<file path="src/hw/rtl/fssc_pkg.sv">
// Package for the floppy soft-switch controller.
// Holds item layouts, switch and event codes, register indexes, reset values
// and the stepper delta table. No dependencies.
package fssc_pkg;

  // Field widths
  localparam int unsigned PhaseW    = 2;
  localparam int unsigned PosW      = 8;
  localparam int unsigned TimerW    = 24;
  localparam int unsigned TickW     = 16;
  localparam int unsigned ByteW     = 8;
  localparam int unsigned CfgIndexW = 2;
  localparam int unsigned CfgDataW  = 24;
  localparam int unsigned InDataW   = 40;
  localparam int unsigned OutDataW  = 40;

  // Request kind (travels in tuser)
  typedef enum logic [1:0] {
    KIND_READ  = 2'd0,
    KIND_WRITE = 2'd1,
    KIND_TICK  = 2'd2,
    KIND_NONE  = 2'd3
  } kind_e;

  // Soft switches come in pairs; offset[3:1] names the pair, offset[0] picks off/on
  typedef enum logic [2:0] {
    GRP_PHASE0 = 3'd0,
    GRP_PHASE1 = 3'd1,
    GRP_PHASE2 = 3'd2,
    GRP_PHASE3 = 3'd3,
    GRP_MOTOR  = 3'd4,
    GRP_DRIVE  = 3'd5,
    GRP_Q6     = 3'd6,
    GRP_Q7     = 3'd7
  } sw_grp_e;

  typedef enum logic [1:0] {
    HEV_NONE = 2'd0,
    HEV_STEP = 2'd1,
    HEV_BUMP = 2'd2
  } head_event_e;

  typedef enum logic [2:0] {
    MEV_NONE      = 3'd0,
    MEV_OFF       = 3'd1,
    MEV_ON        = 3'd2,
    MEV_ON_ENGAGE = 3'd3,
    MEV_DISENGAGE = 3'd4
  } motor_event_e;

  typedef enum logic [CfgIndexW-1:0] {
    CFG_SPINDOWN = 2'd0,
    CFG_SPINUP   = 2'd1,
    CFG_MAX_QT   = 2'd2,
    CFG_IWM_EN   = 2'd3
  } cfg_idx_e;

  // Register reset values
  localparam logic [TimerW-1:0] SpindownReset = 24'd1023000;
  localparam logic [TimerW-1:0] SpinupReset   = 24'd71610;
  localparam logic [PosW-1:0]   MaxQtReset    = 8'd159;

  // Read data constants
  localparam logic [ByteW-1:0] SyncByte    = 8'h80;
  localparam logic [ByteW-1:0] WpBit       = 8'h80;
  localparam logic [ByteW-1:0] MotorBit    = 8'h20;
  localparam logic [ByteW-1:0] ModeMask    = 8'h1F;

  // Input item, lowest field in the lowest bits
  typedef struct packed {
    logic [2:0]       pad;
    logic             write_protected;
    logic [ByteW-1:0] engine_latch;
    logic [TickW-1:0] tick_cycles;
    logic [ByteW-1:0] write_value;
    logic [3:0]       switch_offset;
  } in_item_t;

  // Result item, lowest field in the lowest bits
  typedef struct packed {
    logic [4:0]       pad;
    logic             write_mode;
    logic             shift_load_mode;
    logic             drive_select_event;
    logic             selected_drive;
    motor_event_e     motor_event;
    logic             motor_running;
    head_event_e      head_event;
    logic [PosW-1:0]  head_position;
    logic [ByteW-1:0] latch_byte;
    logic             latch_load;
    logic [ByteW-1:0] read_data;
  } out_item_t;

  // Head stepper request and response
  typedef struct packed {
    logic              en;
    logic [PhaseW-1:0] phase;
    logic              on;
  } head_req_t;

  typedef struct packed {
    logic [PosW-1:0] pos;
    head_event_e     ev;
  } head_rsp_t;

  // Quarter-track delta for energizing phase ph after last phase lp (table times two)
  function automatic logic signed [3:0] step_delta(logic [PhaseW-1:0] lp,
                                                   logic [PhaseW-1:0] ph);
    logic signed [3:0] d;
    unique case ({lp, ph})
      4'b00_00: d = 4'sd0;
      4'b00_01: d = 4'sd2;
      4'b00_10: d = 4'sd4;
      4'b00_11: d = -4'sd2;
      4'b01_00: d = -4'sd2;
      4'b01_01: d = 4'sd0;
      4'b01_10: d = 4'sd2;
      4'b01_11: d = 4'sd4;
      4'b10_00: d = -4'sd4;
      4'b10_01: d = -4'sd2;
      4'b10_10: d = 4'sd0;
      4'b10_11: d = 4'sd2;
      4'b11_00: d = 4'sd2;
      4'b11_01: d = -4'sd4;
      4'b11_10: d = -4'sd2;
      default:  d = 4'sd0;
    endcase
    return d;
  endfunction

endpackage

</file>
<file path="src/hw/rtl/fssc_head.sv">
// Head stepper: last energized phase, head quarter-track and the step/bump logic.
// Depends on fssc_pkg.
module fssc_head (
  input  logic                     clk_i,
  input  logic                     rst_ni,
  input  fssc_pkg::head_req_t      req_i,
  input  logic [fssc_pkg::PosW-1:0] max_qt_i,
  output fssc_pkg::head_rsp_t      rsp_o
);
  import fssc_pkg::*;

  logic [PhaseW-1:0] last_phase_q, last_phase_d;
  logic [PosW-1:0]   head_q;

  logic signed [3:0]      delta;
  logic signed [PosW+1:0] raw;
  logic signed [PosW+1:0] max_s;
  logic                   below, above;

  // Target position and clamp
  always_comb begin
    delta        = req_i.on ? step_delta(last_phase_q, req_i.phase) : 4'sd0;
    last_phase_d = req_i.on ? req_i.phase : last_phase_q;
    raw          = $signed({2'b00, head_q}) + (PosW+2)'(delta);
    max_s        = $signed({2'b00, max_qt_i});
    below        = raw[PosW+1];
    above        = raw > max_s;

    rsp_o.pos = head_q;
    rsp_o.ev  = HEV_NONE;
    if (req_i.en) begin
      if (below) begin
        rsp_o.pos = '0;
      end else if (above) begin
        rsp_o.pos = max_qt_i;
      end else begin
        rsp_o.pos = raw[PosW-1:0];
      end
      if (delta != 4'sd0) begin
        rsp_o.ev = (below || above) ? HEV_BUMP : HEV_STEP;
      end
    end
  end

  always_ff @(posedge clk_i or negedge rst_ni) begin
    if (!rst_ni) begin
      last_phase_q <= '0;
      head_q       <= '0;
    end else if (req_i.en) begin
      last_phase_q <= last_phase_d;
      head_q       <= rsp_o.pos;
    end
  end

endmodule

</file>
<file path="src/hw/rtl/floppy_stepper_motor_switch_ctrl.sv">
// Soft-switch controller of a 5.25-inch floppy card: phases, motor timers, drive
// select, Q6/Q7 latches and the read/write byte paths. Uses fssc_pkg and fssc_head.
//
// Each request (bus read, bus write or tick) gives exactly one result. The block
// takes one request per cycle unless the result stream stalls: a request is captured in
// an input register, decoded against the controller state, and its result lands in the
// output register, from which it is offered. The state update and the result are
// written at the same edge, so the next request already sees it. Configuration writes
// are always accepted and should only be issued while no request is in flight.
module floppy_stepper_motor_switch_ctrl (
  input  logic                               clk_i,
  input  logic                               rst_ni,
  // Request stream
  input  logic                               s_axis_tvalid,
  output logic                               s_axis_tready,
  // tdata: switch_offset[3:0], write_value[11:4], tick_cycles[27:12],
  //        engine_latch[35:28], write_protected[36], zero pad[39:37]
  input  logic [fssc_pkg::InDataW-1:0]       s_axis_tdata,
  // tuser: kind[1:0]
  input  logic [1:0]                         s_axis_tuser,
  // Result stream
  output logic                               m_axis_tvalid,
  input  logic                               m_axis_tready,
  // tdata: read_data[7:0], latch_load[8], latch_byte[16:9], head_position[24:17],
  //        head_event[26:25], motor_running[27], motor_event[30:28],
  //        selected_drive[31], drive_select_event[32], shift_load_mode[33],
  //        write_mode[34], zero pad[39:35]
  output logic [fssc_pkg::OutDataW-1:0]      m_axis_tdata,
  // Configuration write channel
  input  logic                               cfg_valid_i,
  output logic                               cfg_ready_o,
  input  logic [fssc_pkg::CfgIndexW-1:0]     cfg_index_i,
  input  logic [fssc_pkg::CfgDataW-1:0]      cfg_data_i
);
  import fssc_pkg::*;

  // Configuration registers
  logic [TimerW-1:0] spindown_cfg_q, spinup_cfg_q;
  logic [PosW-1:0]   max_qt_q;
  logic              iwm_en_q;

  // Pipeline registers
  logic      in_valid_q, out_valid_q;
  in_item_t  in_q;
  kind_e     kind_q;
  out_item_t out_q, out_d;
  logic      out_free, process;

  // Controller state
  logic              motor_q, motor_d;
  logic [TimerW-1:0] spindown_q, spindown_d;
  logic [TimerW-1:0] spinup_q, spinup_d;
  logic              drive_q, drive_d;
  logic              q6_q, q6_d;
  logic              q7_q, q7_d;
  logic [ByteW-1:0]  mode_q, mode_d;

  head_req_t head_req;
  head_rsp_t head_rsp;

  // Handshakes
  assign cfg_ready_o   = 1'b1;
  assign out_free      = !out_valid_q || m_axis_tready;
  assign process       = in_valid_q && out_free;
  assign s_axis_tready = !in_valid_q || out_free;
  assign m_axis_tvalid = out_valid_q;
  assign m_axis_tdata  = out_q;

  // Configuration writes
  always_ff @(posedge clk_i or negedge rst_ni) begin
    if (!rst_ni) begin
      spindown_cfg_q <= SpindownReset;
      spinup_cfg_q   <= SpinupReset;
      max_qt_q       <= MaxQtReset;
      iwm_en_q       <= 1'b0;
    end else if (cfg_valid_i) begin
      unique case (cfg_idx_e'(cfg_index_i))
        CFG_SPINDOWN: spindown_cfg_q <= cfg_data_i;
        CFG_SPINUP:   spinup_cfg_q   <= cfg_data_i;
        CFG_MAX_QT:   max_qt_q       <= cfg_data_i[PosW-1:0];
        CFG_IWM_EN:   iwm_en_q       <= cfg_data_i[0];
        default:      ;
      endcase
    end
  end

  // Input register
  always_ff @(posedge clk_i or negedge rst_ni) begin
    if (!rst_ni) begin
      in_valid_q <= 1'b0;
    end else if (s_axis_tready) begin
      in_valid_q <= s_axis_tvalid;
    end
  end

  always_ff @(posedge clk_i) begin
    if (s_axis_tvalid && s_axis_tready) begin
      in_q   <= in_item_t'(s_axis_tdata);
      kind_q <= kind_e'(s_axis_tuser);
    end
  end

  // Head stepper request: phase switches on bus accesses
  always_comb begin
    head_req.en    = process && (kind_q == KIND_READ || kind_q == KIND_WRITE)
                     && !in_q.switch_offset[3];
    head_req.phase = in_q.switch_offset[2:1];
    head_req.on    = in_q.switch_offset[0];
  end

  fssc_head u_head (
    .clk_i    (clk_i),
    .rst_ni   (rst_ni),
    .req_i    (head_req),
    .max_qt_i (max_qt_q),
    .rsp_o    (head_rsp)
  );

  // Switch decode, timers and byte paths
  always_comb begin
    logic [TimerW-1:0] cyc;
    logic              access;
    motor_d    = motor_q;
    spindown_d = spindown_q;
    spinup_d   = spinup_q;
    drive_d    = drive_q;
    q6_d       = q6_q;
    q7_d       = q7_q;
    mode_d     = mode_q;
    cyc        = TimerW'(in_q.tick_cycles);
    access     = 1'b0;

    out_d                    = '0;

    unique case (kind_q)
      KIND_READ, KIND_WRITE: begin
        access = 1'b1;
        unique case (sw_grp_e'(in_q.switch_offset[3:1]))
          GRP_MOTOR: begin
            if (!in_q.switch_offset[0]) begin
              if (motor_q && spindown_q == '0) begin
                spindown_d = (spindown_cfg_q != '0) ? spindown_cfg_q : TimerW'(1);
              end
              out_d.motor_event = MEV_OFF;
            end else begin
              spindown_d = '0;
              motor_d    = 1'b1;
              if (!motor_q) begin
                spinup_d          = spinup_cfg_q;
                out_d.motor_event = MEV_ON_ENGAGE;
              end else begin
                out_d.motor_event = MEV_ON;
              end
            end
          end
          GRP_DRIVE: begin
            drive_d                  = in_q.switch_offset[0];
            out_d.drive_select_event = 1'b1;
          end
          GRP_Q6: q6_d = in_q.switch_offset[0];
          GRP_Q7: q7_d = in_q.switch_offset[0];
          default: ; // phase switches are handled by the head stepper
        endcase
      end
      KIND_TICK: begin
        // Saturating countdowns
        spinup_d = (cyc >= spinup_q) ? '0 : spinup_q - cyc;
        if (spindown_q != '0) begin
          if (cyc >= spindown_q) begin
            spindown_d        = '0;
            motor_d           = 1'b0;
            out_d.motor_event = MEV_DISENGAGE;
          end else begin
            spindown_d = spindown_q - cyc;
          end
        end
      end
      default: ;
    endcase

    // Bus read data and write latch, seen with the updated latches
    if (access && kind_q == KIND_READ) begin
      if (!q6_d && !q7_d) begin
        out_d.read_data = (spinup_d != '0) ? SyncByte : in_q.engine_latch;
      end else if (q6_d && !q7_d) begin
        out_d.read_data = in_q.write_protected ? WpBit : '0;
        if (iwm_en_q) begin
          out_d.read_data = out_d.read_data | (motor_d ? MotorBit : '0)
                            | (mode_q & ModeMask);
        end
      end
    end else if (access && q6_d && q7_d) begin
      if (iwm_en_q && !motor_d) begin
        mode_d = in_q.write_value;
      end else begin
        out_d.latch_load = 1'b1;
        out_d.latch_byte = in_q.write_value;
      end
    end

    out_d.head_position   = head_rsp.pos;
    out_d.head_event      = head_rsp.ev;
    out_d.motor_running   = motor_d;
    out_d.selected_drive  = drive_d;
    out_d.shift_load_mode = q6_d;
    out_d.write_mode      = q7_d;
  end

  // State update and result register
  always_ff @(posedge clk_i or negedge rst_ni) begin
    if (!rst_ni) begin
      motor_q     <= 1'b0;
      spindown_q  <= '0;
      spinup_q    <= '0;
      drive_q     <= 1'b0;
      q6_q        <= 1'b0;
      q7_q        <= 1'b0;
      mode_q      <= '0;
      out_valid_q <= 1'b0;
    end else begin
      if (out_free) begin
        out_valid_q <= in_valid_q;
      end
      if (process) begin
        motor_q    <= motor_d;
        spindown_q <= spindown_d;
        spinup_q   <= spinup_d;
        drive_q    <= drive_d;
        q6_q       <= q6_d;
        q7_q       <= q7_d;
        mode_q     <= mode_d;
      end
    end
  end

  always_ff @(posedge clk_i) begin
    if (process) begin
      out_q <= out_d;
    end
  end

endmodule

</file>
<file path="config.mk">
export PLATFORM = sky130hd
export DESIGN_NAME = floppy_stepper_motor_switch_ctrl
export DESIGN_NICKNAME = d
export VERILOG_FILES = /design/src/hw/rtl/fssc_pkg.sv /design/src/hw/rtl/fssc_head.sv /design/src/hw/rtl/floppy_stepper_motor_switch_ctrl.sv
export SDC_FILE = /design/constraint.sdc
export NUM_CORES = 1
export LEC_CHECK = 0
export ABC_AREA = 1
export BUFFER_PORTS_ARGS = -buffer_cell sky130_fd_sc_hd__buf_2
export CAP_MARGIN = 20
export CELL_PAD_IN_SITES_DETAIL_PLACEMENT = 1
export CELL_PAD_IN_SITES_GLOBAL_PLACEMENT = 1
export CORE_MARGIN = 5
export CORE_UTILIZATION = 41
export CTS_BUF_LIST = sky130_fd_sc_hd__clkbuf_4
export DETAILED_ROUTE_END_ITERATION = 16
export GPL_ROUTABILITY_DRIVEN = 0
export PLACE_DENSITY_LB_ADDON = 0.1
export SETUP_SLACK_MARGIN = 0.02
export SLEW_MARGIN = 40
export SYNTH_ARGS = -nofsm -noshare
export SYNTH_HDL_FRONTEND = slang
export SYNTH_SLANG_ARGS = --single-unit
</file>
<file path="constraint.sdc">
create_clock -name clk_i -period 3.66 [get_ports clk_i]
set_clock_uncertainty 0.1 [all_clocks]
set_input_delay 0 -clock clk_i [delete_from_list [all_inputs] [get_ports clk_i]]
set_output_delay 0 -clock clk_i [all_outputs]
set_load 0.02 [all_outputs]
</file>
==> flow_metrics.env, run 1 <==
export IMPL_dp_hpwl_um=28000
export IMPL_fin_util=0.526
export IMPL_rows=61
export IMPL_core_area_mm2=0.0279
export IMPL_cts_max_level=4
export IMPL_nets=1867
export IMPL_insertion_delay_ns=0.64
export IMPL_status="finished with violations"
export IMPL_overflow=0
export IMPL_grt_usage=0.252
export IMPL_clk_path_buf_depth=2
export IMPL_stdcell_count=2132
export IMPL_dr_pass1_iters=5
export IMPL_drt_total_wl_um=39400
export IMPL_die_x_um=178
export IMPL_end_kind="flop"
export IMPL_final_area_mm2=0.0147
export IMPL_fin_crit_sh=1.11
export IMPL_grt_pass1_vias=11600
export IMPL_violations="negative setup slack"
export IMPL_required_ns=3.95
export IMPL_setup_violations_final=18
export IMPL_hold_path_class="in -> reg"
export IMPL_via_per_inst=5.15
export IMPL_synthCells=1463
export IMPL_cpMaxStageDelayCell="edfxtp_1"
export IMPL_cpLargestDelayFamily="compound AO/OA/AOI/OAI gates"
export IMPL_synth_top_cell_area_share=0.216
export IMPL_syn_avg_cell_area_um2=7.92
export IMPL_fmax_ghz=0.245
export IMPL_cellPowerDensity_mw_per_mm2=682
export IMPL_dp_slack_ns=-0.508
export IMPL_route_detailed_drc=0
export IMPL_synthArstFlopShare=0.630
export IMPL_crit_fanout=5
export IMPL_p_leak_uw=0.00706
export IMPL_ir_drop_uv=413
export IMPL_cts_tree="done"
export IMPL_netlist_area_mm2=0.0116
export IMPL_routedWlPerCell_um=18.5
export IMPL_io_pins=116
export IMPL_ctsRootBufferMaster="clkbuf_4"
export IMPL_fp_dieArea_mm2=0.0317
export IMPL_path_clk_slew_ns=0.19
export IMPL_ys_seq_area_frac=0.467
export IMPL_portBuffers=106
export IMPL_crit_chain="inv_2 > ha_4 > or2_4 > o21ai_2 > a21oi_2 > ha_2 > fa_2 > a21oi_2 > o21bai_2 > xor2_1 > inv_1 > ha_4 > a21oi_2 > o21ai_1 > a21oi_1 > nor2_1 > a211o_1 > o21ai_4 > nand2_4 > o211ai_1 > o21ai_1"
export IMPL_vias=11000
export IMPL_ant_nets=0
export IMPL_ys_ff_latch=200
export IMPL_synth_ff_type="dfrtp_1"
export IMPL_path_common_cell="a21oi_2"
export IMPL_cts_sinks=200
export IMPL_drive_gt1_frac=0.169
export IMPL_relSlewSlack=0.453
export IMPL_initial_utilization=0.416
export IMPL_slowest_delay_ns=0.44
export IMPL_cp_start_kind="flop"
export IMPL_crit_buf_inv=2
export IMPL_reg2regPathDepth=21
export IMPL_area_growth_syn_to_layout_pct=26.6
export IMPL_yosysWarnings=0
export IMPL_fp_dieH_um=178
export IMPL_tightest_slew_ns=0.820
export IMPL_hold_violations=0
export IMPL_grt_max_degree=65
export IMPL_min_period_ns=4.08
export IMPL_dpl_instance_area_mm2=0.0128
export IMPL_synth_edf_count=74
export IMPL_yosysTopAreaCell="dfrtp_1"
export IMPL_worstPathArrival_ns=4.37
export IMPL_yosys_top_cells_area="dfrtp_1 22%, edfxtp_1 19%, nand2_1 13%"
export IMPL_maxCapViolations=0
export IMPL_grt_pass1_wl_um=62200
export IMPL_numCtsBuffers=17
export IMPL_dp_cells=1958
export IMPL_cp_num_cells=21
export IMPL_setup_ws_ns=-0.418
export IMPL_antenna_found_initial=2
export IMPL_drtIter0Drc=502
export IMPL_finalMaxSlewViolations=0
export IMPL_ys_types=56
export IMPL_rsz0062_at_grt="true"
export IMPL_timing_hold_ws_ns=0.0722
export IMPL_path_class="reg -> reg"
export IMPL_worstHoldPathCells=4
[per-layer routing]
layer  track usage  vias up  wire [um]
met5             0        -          0
met4        0.0654        0        849
met1         0.325     5420      17300
met2         0.448      199      20000
met3        0.0337       55       1250
li1              -     5304          -
[synthesized netlist by cell type (4+ instances only)]
| library cell | count |
|---|---|
| nand2_1 | 386 |
| inv_1 | 211 |
| nor2_1 | 147 |
| o21ai_0 | 141 |
| dfrtp_1 | 100 |
| a21oi_1 | 75 |
| edfxtp_1 | 74 |
| nand3_1 | 63 |
| ha_1 | 52 |
| dfstp_2 | 26 |
| clkbuf_1 | 23 |
| xor2_1 | 21 |
| nand4_1 | 16 |
| a22oi_1 | 14 |
| o21bai_1 | 10 |
| a22o_1 | 9 |
| nor3_1 | 8 |
| nand3b_1 | 7 |
| or2_2 | 7 |
| a31oi_1 | 6 |
| buf_4 | 6 |
| buf_2 | 4 |
| nor2_2 | 4 |
| nor4_1 | 4 |
[tightest hold or removal path: cells and delay by family]
family	cells	cell delay, ns
buf+inv	3	0.70
compound gates	1	0.09
[registers in the layout, indices dropped and copies added (netlist names)]
| name | count |
|---|---|
| drive_q | 1 |
| head_req | 3 |
| in_q | 34 |
| in_valid_q | 1 |
| iwm_en_q | 1 |
| kind_q | 2 |
| m_axis_tdata | 35 |
| m_axis_tvalid | 1 |
| max_qt_q | 8 |
| mode_q | 5 |
| motor_q | 1 |
| q6_q | 1 |
| q7_q | 1 |
| spindown_cfg_q | 24 |
| spindown_q | 24 |
| spinup_cfg_q | 24 |
| spinup_q | 24 |
| u_head.head_q | 8 |
| u_head.last_phase_q | 2 |
[layout by cell type (no fill, tap or decap), types with 19 or more instances in the layout]
cell type / count
nand2_1: 374
inv_1: 207
nor2_1: 142
o21ai_0: 122
dlygate4sd3_1: 119
buf_2: 105
dfrtp_1: 100
edfxtp_1: 74
a21oi_1: 70
nand3_1: 62
buf_4: 59
ha_1: 47
dfstp_2: 26
clkbuf_4: 19
[report_power, final]
| part | switching (uW) | total (uW) | internal (uW) | leakage, uW |
|---|---|---|---|---|
| Combinational | 3320 | 5340 | 2020 | 0.00466 |
| Sequential | 439 | 3350 | 2910 | 0.00224 |
| Clock | 872 | 1310 | 443 | 0.000156 |
| Total | 4630 | 10000 | 5380 | 0.00706 |
[through the flow]
stage	TNS, ns	power [uW]
after detailed placement	-7.57	8060
after global placement	-3.89	7880
after global routing	-9.40	10900
after CTS	-5.22	9780
after floorplan	-0.207	6540
final	-6.05	10000
[path summary, 6_finish.rpt]
| check | endpoint | slack [ns] | start |
|---|---|---|---|
| worst max-delay path | m_axis_tdata[17]$_DFFE_PP_ | -0.42 | head_req[1]$_DFFE_PP_ |
| worst min-delay path | spindown_cfg_q[17]$_DFFE_PN1P_ | 0.07 | cfg_data_i[17] |
| worst max register to register | m_axis_tdata[17]$_DFFE_PP_ | -0.42 | head_req[1]$_DFFE_PP_ |
| worst min register to register | spinup_cfg_q[1]$_DFFE_PN1P_ | 0.41 | spinup_cfg_q[1]$_DFFE_PN1P_ |
| max in group asynchronous | spinup_cfg_q[5]$_DFFE_PN1P_ | 2.63 | rst_ni |
| min in group asynchronous | spindown_cfg_q[11]$_DFFE_PN1P_ | 0.39 | rst_ni |
[final cells by class]
cell class	instances	area, um2
Tap cell	378	473
Fill cell	3443	13200
Clock buffer	19	143
Timing Repair Buffer	286	2220
Inverter	216	813
Multi-Input combinational cell	1018	5440
Sequential cell	200	5410
Clock inverter	13	160
Antenna cell	2	5.00
[cells by family (layout without fill, tap and decap cells)]
logic type	after synthesis	count (layout)	synth area share
XOR/XNOR	24	24	0.0181
flip-flops	200	200	0.467
other	2	8	0.000648
AND/OR/NAND/NOR	662	664	0.240
buffers and inverters	251	534	0.0846
AO/OA/AOI/OAI	269	269	0.129
adder cells (fa/ha/maj)	55	55	0.0613
[timing repair]
| item | in CTS | in global routing |
|---|---|---|
| pin swaps | 16 | 11 |
| resized for setup | 20 | 30 |
| cloned | 2 | 0 |
| hold endpoints to repair | 221 | 0 |
| buffers inserted | 9 | 9 |
| hold buffers | 120 | 0 |
| endpoints found under the setup margin | 18 | 26 |
Power figures use the tool's default switching activity.
==> run 2, diff against run 1 <==
GPL_TIMING_DRIVEN = 0   (was unset)
==> run 2 against run 1 <==
The flow still finishes with violations (negative setup slack). Register-to-register slack improved by 0.02 ns. Final cell count fell by 0.56%. Worst hold slack worse by 0.0066 ns. Via count about the same. Sequential cell count did not move. Fmax rose by 0.40%. Count of clock-buffer cells in the layout fell by 2. First-iteration DRC count is 25% higher. Die area unchanged.
==> flow_metrics.env, run 2 (same netlist as run 1, synthesis figures left out) <==
export IMPL_cts_sinks=200
export IMPL_num_fill_cells=3471
export IMPL_via_per_inst=5.18
export IMPL_core_area_mm2=0.0279
export IMPL_grt_max_degree=71
export IMPL_grt_pass1_wl_um=63100
export IMPL_path_class="reg -> reg"
export IMPL_worstPathArrival_ns=4.36
export IMPL_min_period_ns=4.06
export IMPL_fin_util=0.523
export IMPL_initial_utilization=0.416
export IMPL_routedWlPerCell_um=19.0
export IMPL_r2r_start="head_req[1]$_DFFE_PP_"
export IMPL_overflow=0
export IMPL_maxCapViolations=0
export IMPL_fp_dieH_um=178
export IMPL_area_growth_syn_to_layout_pct=25.7
export IMPL_violations="negative setup slack"
export IMPL_fp_dieArea_mm2=0.0317
export IMPL_fin_crit_sh=1.11
export IMPL_drive_gt1_frac=0.153
export IMPL_ir_drop_uv=363
export IMPL_mostFrequentLayoutCell="nand2_1"
export IMPL_largest_register_ffs=35
export IMPL_hold_path_class="in -> reg"
export IMPL_cts_tree="done"
export IMPL_insertion_delay_ns=0.62
export IMPL_dr_wl_met2_um=20000
export IMPL_hold_violations=0
export IMPL_cellPowerDensity_mw_per_mm2=684
export IMPL_fmax_ghz=0.246
export IMPL_drt_total_wl_um=40200
export IMPL_cts_max_level=4
export IMPL_holdPathEnd="m_axis_tvalid$_DFFE_PN0P_"
export IMPL_grt_pass1_vias=11700
export IMPL_portBuffers=106
export IMPL_numCtsBuffers=17
export IMPL_met1Wirelength_um=17700
export IMPL_r2r_end="m_axis_tdata[17]$_DFFE_PP_"
export IMPL_status="finished with violations"
export IMPL_tightest_slew_ns=0.887
export IMPL_p_leak_uw=0.00697
export IMPL_crit_fanout=5
export IMPL_cp_start_kind="flop"
export IMPL_path_clk_slew_ns=0.20
export IMPL_top_layer="met4"
export IMPL_setup_ws_ns=-0.401
export IMPL_ctsRootBufferMaster="clkbuf_4"
export IMPL_dr_pass1_iters=5
export IMPL_dp_slack_ns=-0.618
export IMPL_io_pins=116
export IMPL_antenna_found_initial=1
export IMPL_setup_tns_final_ns=-5.46
export IMPL_final_cell_mix="375 x nand2_1, 208 x inv_1, 140 x nor2_1"
export IMPL_finalMaxSlewViolations=0
export IMPL_die_x_um=178
export IMPL_relSlewSlack=0.402
export IMPL_dp_hpwl_um=29500
export IMPL_ant_nets=0
export IMPL_finalPower_uw=9970
export IMPL_setup_violations_final=18
export IMPL_worstHoldPathCells=5
export IMPL_worstHoldStart="m_axis_tready"
export IMPL_route_detailed_drc=0
export IMPL_end_kind="flop"
export IMPL_rsz0062_at_grt="true"
export IMPL_nets=1856
export IMPL_rows=61
export IMPL_drtIter0Drc=627
export IMPL_grt_usage=0.256
export IMPL_reg2regPathDepth=20
export IMPL_reg2reg_setup_slack_ns=-0.40
export IMPL_clk_path_buf_depth=2
export IMPL_vias=11000
export IMPL_required_ns=3.95
export IMPL_met3_wirelength_um=1220
==> run 2: cell count changes in the layout (fill, tap and decap cells not counted), sizes merged <==
cell         delta
clkinvlp        -3
dlygate4sd3     -2
clkbuf         +21
clkinv          +1
bufinv          -2
diode           -1
inv             +6
buf            -32
==> run 2: area by class of cell <==
type                    count  area (um2)  area share
diodes                      1        2.50    0.000172
plain buffers              35         170      0.0117
clock buffers              17         128     0.00876
clock inverters            15         206      0.0142
inverters                 216         816      0.0560
multi-input cells        1018        5470       0.376
flip-flops and latches    200        5410       0.371
well taps                 378         473      0.0325
repair buffers            240        1890       0.130
==> run 2: how the worst max path moves through the flow <==
| stage | startpoint | to | slack [ns] | cells past startpoint |
|---|---|---|---|---|
| 2_1_floorplan | head_req[2]$_DFFE_PP_ | m_axis_tdata[17]$_DFFE_PP_ | -0.04 | 21 |
| 3_3_place_gp | head_req[1]$_DFFE_PP_ | m_axis_tdata[26]$_SDFFCE_PN0P_ | -0.51 | 23 |
| 3_5_place_dp | head_req[1]$_DFFE_PP_ | m_axis_tdata[26]$_SDFFCE_PN0P_ | -0.62 | 23 |
| 4_1_cts | head_req[2]$_DFFE_PP_ | m_axis_tdata[17]$_DFFE_PP_ | -0.30 | 20 |
| 5_1_grt | head_req[1]$_DFFE_PP_ | m_axis_tdata[17]$_DFFE_PP_ | -0.65 | 21 |
| 6_report | head_req[1]$_DFFE_PP_ | m_axis_tdata[17]$_DFFE_PP_ | -0.40 | 20 |
==> run 2: power by group <==
group / internal [uW] / switching, uW
clock: 361 / 1000
sequential: 2910 / 468
combinational: 1850 / 3370
==> run 2: layer usage <==
metal | up-vias | track usage
li1 | 5276 | -
met1 | 5410 | 0.333
met2 | 224 | 0.449
met3 | 67 | 0.0252
met4 | 0 | 0.0848
met5 | - | 0
==> run 2: timing repair <==
action	CTS	global route
setup endpoints to repair	18	34
hold endpoints to repair	269	0
gates resized for setup	33	22
cloned	2	0
hold buffers	118	0
pin swaps	14	5
setup buffers	6	8
==> run 2: worst max-delay path: stages (launching register included) <==
cell and delay, ns:
edfxtp_1 0.45, inv_2 0.10, buf_4 0.14, ha_1 0.24
o21ai_2 0.16, a21oi_2 0.06, ha_2 0.21, fa_2 0.38
a21oi_2 0.17, o21bai_2 0.10, a21oi_2 0.14, o21ai_2 0.09
xor2_2 0.20, ha_1 0.34, nand2_2 0.08, nor2_1 0.04
a211o_1 0.23, o21ai_2 0.10, nand2_4 0.15, o211ai_1 0.24
o21ai_1 0.10
==> run 2: per-stage QoR <==
stage | area [um2] | cells | hold slack, ns
finish | 14600 | 2120 | 0.0656
detailed placement | 12700 | 1953 | -0.136
CTS | 14400 | 2111 | 0.0310
global placement | 12700 | 1951 | 0.0773
global route | 14600 | 2120 | 0.0465
floorplan | 11600 | 1467 | -0.396
==> run 3, diff against run 2 <==
CTS_BUF_LIST = sky130_fd_sc_hd__clkbuf_8   (was sky130_fd_sc_hd__clkbuf_4)
SLEW_MARGIN = unset   (was 40)
==> run 3 against run 2 <==
The flow still finishes with violations (negative setup slack). Worst hold slack improved by 0.044 ns. Cell area fell by 2.2%. Final cell count fell by 1.9%. First-iteration DRC count down 9.6%. Combinational power about the same. Utilization fell by 1.1 points. Non-clock buffer count decreased by 40. Sequential share of layout area up 0.83 points. Largest cell class unchanged.
==> flow_metrics.env, run 3 (same netlist as run 1, synthesis figures left out) <==
export IMPL_status="finished with violations"
export IMPL_violations="negative setup slack"
export IMPL_end_kind="flop"
export IMPL_setup_violations_final=18
export IMPL_hold_path_class="in -> reg"
export IMPL_required_ns=3.81
export IMPL_clk_path_buf_depth=2
export IMPL_area_growth_syn_to_layout_pct=23.0
export IMPL_swShare=0.471
export IMPL_fin_crit_sh=1.11
export IMPL_rsz0062_at_grt="true"
export IMPL_top_usage_layer="met2"
export IMPL_dp_slack_ns=-0.623
export IMPL_antenna_found_initial=0
export IMPL_critPathCapture="m_axis_tdata[21]$_DFFE_PP_"
export IMPL_mostFrequentLayoutCell="nand2_1"
export IMPL_via_per_inst=5.13
export IMPL_core_area_mm2=0.0279
export IMPL_r2r_end="m_axis_tdata[21]$_DFFE_PP_"
export IMPL_cp_start_kind="flop"
export IMPL_r2r_start="head_req[2]$_DFFE_PP_"
export IMPL_pwr_share_comb=0.518
export IMPL_drtIter0Drc=567
export IMPL_dp_hpwl_um=29500
export IMPL_fp_dieH_um=178
export IMPL_routedWlPerCell_um=18.9
export IMPL_fp_dieArea_mm2=0.0317
export IMPL_grtUsageMet1=0.321
export IMPL_worstPathArrival_ns=4.23
export IMPL_grt_pass1_wl_um=61400
export IMPL_reg2reg_setup_slack_ns=-0.42
export IMPL_grt_pass1_vias=11300
export IMPL_p_leak_uw=0.00683
export IMPL_ir_drop_uv=353
export IMPL_cellPowerDensity_mw_per_mm2=710
export IMPL_maxCapViolations=0
export IMPL_tightest_slew_ns=0.948
export IMPL_route_detailed_drc=0
export IMPL_drive_gt1_frac=0.163
export IMPL_cts_sinks=200
export IMPL_dr_pass1_iters=5
export IMPL_fin_util=0.511
export IMPL_finalMaxSlewViolations=0
export IMPL_cpMaxStageDelayCell="edfxtp_1"
export IMPL_reg2regPathDepth=20
export IMPL_intPower_uw=5360
export IMPL_insertion_delay_ns=0.50
export IMPL_grtUsageMet2=0.443
export IMPL_timing_hold_ws_ns=0.110
export IMPL_hold_violations=0
export IMPL_antenna_cells=0
export IMPL_worstHoldPathCells=2
export IMPL_relSlewSlack=0.367
export IMPL_numCtsBuffers=17
export IMPL_fmax_ghz=0.245
export IMPL_ant_nets=0
export IMPL_final_cell_mix="375 x nand2_1, 206 x inv_1, 136 x nor2_1"
export IMPL_initial_utilization=0.416
export IMPL_io_pins=116
export IMPL_drt_total_wl_um=39300
export IMPL_cts_tree="done"
export IMPL_slowest_delay_ns=0.46
export IMPL_rows=61
export IMPL_power_switching_uw=4770
export IMPL_portBuffers=106
export IMPL_vias=10700
export IMPL_grt_max_degree=72
export IMPL_nets=1817
export IMPL_cts_max_level=4
export IMPL_p_clk_frac=0.147
export IMPL_grtUsageMet3=0.0299
export IMPL_ctsRootBufferMaster="clkbuf_8"
export IMPL_crit_fanout=6
export IMPL_grt_usage=0.249
export IMPL_path_class="reg -> reg"
export IMPL_overflow=0
export IMPL_path_clk_slew_ns=0.12
export IMPL_largest_register_ffs=35
export IMPL_min_period_ns=4.08
export IMPL_crit_start="head_req[2]$_DFFE_PP_"
export IMPL_path_common_cell="nand2_2"
export IMPL_die_x_um=178
export IMPL_crit_chain="ha_1 > or2_2 > a21oi_4 > nor2_4 > ha_4 > nand3_1 > nand2_1 > a21oi_1 > o21bai_1 > xor2_1 > ha_1 > nand2_2 > nor2_1 > a211o_1 > o21ai_4 > nand2_4 > nand2_4 > nand2_2 > nand2_2 > o21ai_2"
export IMPL_setup_ws_ns=-0.417
export IMPL_seqPwrFrac=0.335
[run 3: cell types whose count changed in the layout (fill, tap and decap cells not counted), moves of 4 or more]
| cell | change |
|---|---|
| dlygate4sd3_1 | -44 |
| buf_4 | +4 |
| clkbuf_4 | -18 |
| nor2_1 | -4 |
| clkbuf_8 | +17 |
| inv_12 | -6 |
[run 3: final cells by class]
| type | count | area [um2] |
|---|---|---|
| plain buffers | 35 | 168 |
| clock buffers | 17 | 234 |
| clock inverters | 15 | 163 |
| fillers | 3451 | 13600 |
| inverters | 216 | 813 |
| multi-input cells | 1019 | 5510 |
| flip-flops and latches | 200 | 5410 |
| well taps | 378 | 473 |
| repair buffers | 200 | 1480 |
[run 3: timing repair]
item	in CTS	in global routing
buffers inserted	7	11
endpoints found under the hold margin	204	0
hold buffers	74	0
gates resized for setup	30	35
pin swaps	14	10
endpoints found under the setup margin	18	34
gates cloned	2	1
[run 3: through the flow]
step	setup TNS (ns)	instance area [um2]	power (uW)	instances
floorplan	-0.207	11600	6540	1467
global placement	-7.41	12700	7750	1951
detailed placement	-9.56	12700	7940	1953
CTS	-4.21	14000	9800	2068
global route	-9.65	14200	10900	2080
finish	-5.98	14200	10100	2080
[run 3: how the worst min path moves through the flow]
stage,from,endpoint
6_report,s_axis_tdata[8],in_q[8]$_DFFE_PP_
5_1_grt,s_axis_tdata[3],in_q[3]$_DFFE_PP_
3_3_place_gp,s_axis_tuser[0],kind_q[0]$_DFFE_PP_
2_1_floorplan,rst_ni,drive_q$_DFFE_PN0P_
4_1_cts,s_axis_tdata[12],in_q[12]$_DFFE_PP_
3_5_place_dp,rst_ni,spindown_q[7]$_DFFE_PN0P_
[run 3: worst max-delay path: cells and delay by family (launching register included)]
kind	cells	cell delay [ns]
AOI/OAI and AO/OA	6	0.92
xor gates and xnor gates	1	0.26
adders and majority gates	3	0.84
DFF	1	0.46
and+or+nand+nor	10	1.24
[run 3: routing by layer]
metal	part of all wire	wire length, um
met5	0	0
met1	0.44	17300
met2	0.51	20000
met4	0.021	815
met3	0.029	1150
[run 3: power groups by stage]
stage | clock network (uW) | registers, uW | logic [uW]
2_1_floorplan | 0 | 3330 | 3210
3_3_place_gp | 0 | 3400 | 4350
3_5_place_dp | 0 | 3420 | 4520
4_1_cts | 1520 | 3370 | 4910
5_1_grt | 1610 | 3430 | 5890
6_report | 1490 | 3390 | 5240
